`src/hw/rtl/lge_ram.sv`:
```
// ----------------------------------------------------------------------------
// lge_ram
// Generic simple dual-port RAM, one write and one registered read port.
// ----------------------------------------------------------------------------
module lge_ram #(
  parameter int Width = 1,
  parameter int Depth = 256
) (
  input  logic                     clk,
  input  logic                     we,
  input  logic [$clog2(Depth)-1:0] waddr,
  input  logic [Width-1:0]         wdata,
  input  logic                     re,
  input  logic [$clog2(Depth)-1:0] raddr,
  output logic [Width-1:0]         rdata
);

  logic [Width-1:0] mem [Depth];

  // write port
  always_ff @(posedge clk) begin
    if (we) begin
      mem[waddr] <= wdata;
    end
  end

  // registered read, holds when idle
  always_ff @(posedge clk) begin
    if (re) begin
      rdata <= mem[raddr];
    end
  end

endmodule

```
`config.mk`:
```
export PLATFORM = sky130hd
export DESIGN_NAME = lge_ram
export DESIGN_NICKNAME = d
export VERILOG_FILES = /design/src/hw/rtl/lge_ram.sv
export SDC_FILE = /design/constraint.sdc
export NUM_CORES = 1
export LEC_CHECK = 0
export BUFFER_PORTS_ARGS = -buffer_cell sky130_fd_sc_hd__buf_2
export CAP_MARGIN = 20
export CORE_MARGIN = 4
export CORE_UTILIZATION = 60
export DETAILED_ROUTE_END_ITERATION = 16
export PLACE_DENSITY = 0.77
export SLEW_MARGIN = 20
export SYNTH_ARGS = -nofsm -noshare
export SYNTH_HDL_FRONTEND = slang
export SYNTH_SLANG_ARGS = --single-unit
```
`constraint.sdc`:
```
create_clock -name clk -period 2.5 [get_ports clk]
set_input_delay 0.25 -clock clk [delete_from_list [all_inputs] [get_ports clk]]
set_output_delay 0.25 -clock clk [all_outputs]
set_load 0.03 [all_outputs]
```
==> flow_metrics.py <==
metrics = {
    "run_status": {
        "status": "complete, no violations",
    },
    "clock_tree": {
        "cts-htree-levels": 1,
        "cts_setup_buffers": 0,
        "cts-hold-fix-buffers": 1,
        "clock_path_buffers": 3,
        "cts_made_buffers": 26,
        "cts-root-buf": "clkbuf_16",
        "cts_sinks": 257,
        "cts_resized": 0,
        "cts_tree": "built",
        "clk_latency_ns": 0.52,
        "path_clk_slew_ns": 0.06,
    },
    "drt": {
        "wirelength_um": 24700,
        "vias": 6638,
        "postRouteAntennaNets": 0,
        "dr.first_iter.drc_count": 650,
        "drc": 0,
        "routedWlPerCell_um": 23.3,
        "viasPerCell": 6.28,
        "drtPass1Iterations": 5,
    },
    "logic_synthesis": {
        "ys_seq_elements": 257,
        "synth_edf_count": 257,
        "async_flop_share_pct": 0,
        "syn_nets": 808,
        "syn-cell-area_mm2": 0.0111,
        "synth_top_area_share_pct": 69.3,
        "synth_area_per_cell_um2": 14.1,
        "synth_common_cells": "nor2_1, edfxtp_1, mux2i_1, mux4_2, clkbuf_1",
        "ys_types": 34,
        "postSynthCellCount": 788,
        "synth-seq-area-share_pct": 69.3,
        "synth_top_area_cell": "edfxtp_1",
        "synthTopCellsByArea": "edfxtp_1, nor2_1, mux4_2",
        "synth_ff_type": "edfxtp_1",
        "synth.most_common_cell": "nor2_1",
        "synth_warnings": 0,
    },
    "worst_hold_path": {
        "hold_class": "in2reg",
    },
    "pwr": {
        "power.total_mw": 8.88,
        "ir_drop_uv": 593,
        "p_leak_nw": 3.87,
        "p_per_area_mw_per_mm2": 717,
    },
    "floorplanning": {
        "row_count": 49,
        "start_util_pct": 61.6,
        "die_area_mm2": 0.0208,
        "die_h_um": 144,
        "io_pins": 21,
        "core_area_mm2": 0.0181,
        "die_w_um": 144,
    },
    "global_routing": {
        "grt-busiest-layer": "met2",
        "grt_pass1_vias": 6799,
        "grt_use_met2_pct": 42.3,
        "grt_util_met3_pct": 4.13,
        "antenna_found_initial": 0,
        "gr-usage-all-layers_pct": 24.7,
        "grt_use_met1_pct": 32.7,
        "grt_pass1_wl_um": 38400,
        "grt_max_degree": 112,
        "overflow": 0,
    },
    "finish": {
        "syn_to_final_growth_pct": 11.2,
        "final_util_pct": 68.5,
        "fin_area_mm2": 0.0124,
        "final_layout_size_suffix_gt1_share_pct": 15.5,
        "fillerInstances": 1128,
        "fin_nets": 835,
        "finalNonFillerCells": 1057,
        "antenna_cells_inserted": 0,
    },
    "job": {
        "maxCapViolations": 0,
    },
    "setup_path": {
        "arrival_ns": 2.55,
        "path_class": "reg2reg",
        "critPathMaxFanout": 1,
        "critPathRequiredTime_ns": 2.75,
        "cp-start-kind": "flop",
        "end_kind": "flop",
    },
    "timing": {
        "finClkSkew_ns": 0.0132,
        "rsz0062_at_grt": "no",
        "final_max_slew_viol_count": 0,
        "whs_ns": 0.230,
        "tns_ns": 0,
        "setup_viol": 0,
        "hold_viol": 0,
        "fmax_mhz": 435,
        "relSlewSlack_pct": 42.1,
        "fin_ws_ns": 0.199,
        "min_period_ns": 2.30,
        "fin_crit_sh_pct": 92.0,
        "worst_pin_slew_ns": 0.867,
    },
    "placement": {
        "hpwl_um": 15000,
        "post-place-ws_ns": 0.0373,
        "dp.cells": 1015,
        "place.gp.congestion": 0.837,
        "portBuffers": 20,
        "placedInstanceArea_mm2": 0.0116,
    },
}
[flip-flops by register name, summed over array words and instances, names as in the netlist]
signal and flops:
rdata 1, mem 256
[worst max-delay path: stages, from the launching register on]
cell	delay, ns
edfxtp_1	0.38
mux4_2	0.47
mux4_2	0.48
mux2i_1	0.24
o22ai_1	0.14
a21oi_1	0.21
a22oi_1	0.12
[where the power goes]
part	leakage, nW	internal, mW	total [mW]	switching, mW
clock network	0.379	2.15	3.64	1.50
logic	1.18	0.182	0.488	0.306
registers	2.31	4.75	4.75	0.00303
total	3.87	7.08	8.88	1.81
[path summary, 6_finish.rpt]
| kind | start | endpoint | slack, ns | depth (start not counted) |
|---|---|---|---|---|
| max | mem[204] | rdata | 0.20 | 6 |
| min | waddr[3] | mem[2] | 0.23 | 4 |
| max reg2reg | mem[204] | rdata | 0.20 | 6 |
| min reg2reg | mem[181] | rdata | 1.17 | 6 |
[layer usage]
layer,part of all wire [%],vias up
met5,0,-
met4,3.3,0
met3,8.1,61
met2,51,283
met1,38,3333
li1,-,2961
[cell usage in the layout, fill, tap and decap left out, drive strengths merged, types with 5 or more instances in the layout]
cell type and instances:
nor2 268, a22oi 8, nor2b 9, mux2i 51
clkbuf 32, mux4 42, buf 54, nor4 5
nand2 23, clkinv 6, edfxtp 257, a22o 6
nand3 12, o22ai 23
[cell type report]
class	instances	area [um2]	area share (%)
inverters	1	3.75	0.0303
flip-flops and latches	257	7720	62.3
well taps	229	287	2.31
clock buffers	32	694	5.61
multi-input cells	474	3140	25.4
clock inverters	9	91.3	0.737
repair buffers	55	452	3.65
[cells by family (layout without fill, tap and decap cells)]
| kind of cell | count (synthesis) | count (layout) | share of synthesized area (%) |
|---|---|---|---|
| AOI/OAI and AO/OA | 50 | 50 | 3.11 |
| buffers and inverters | 57 | 97 | 2.49 |
| DFF | 257 | 257 | 69.3 |
| muxes | 94 | 94 | 13.2 |
| and+or+nand+nor | 330 | 330 | 11.9 |
Power figures use the tool's default switching activity.
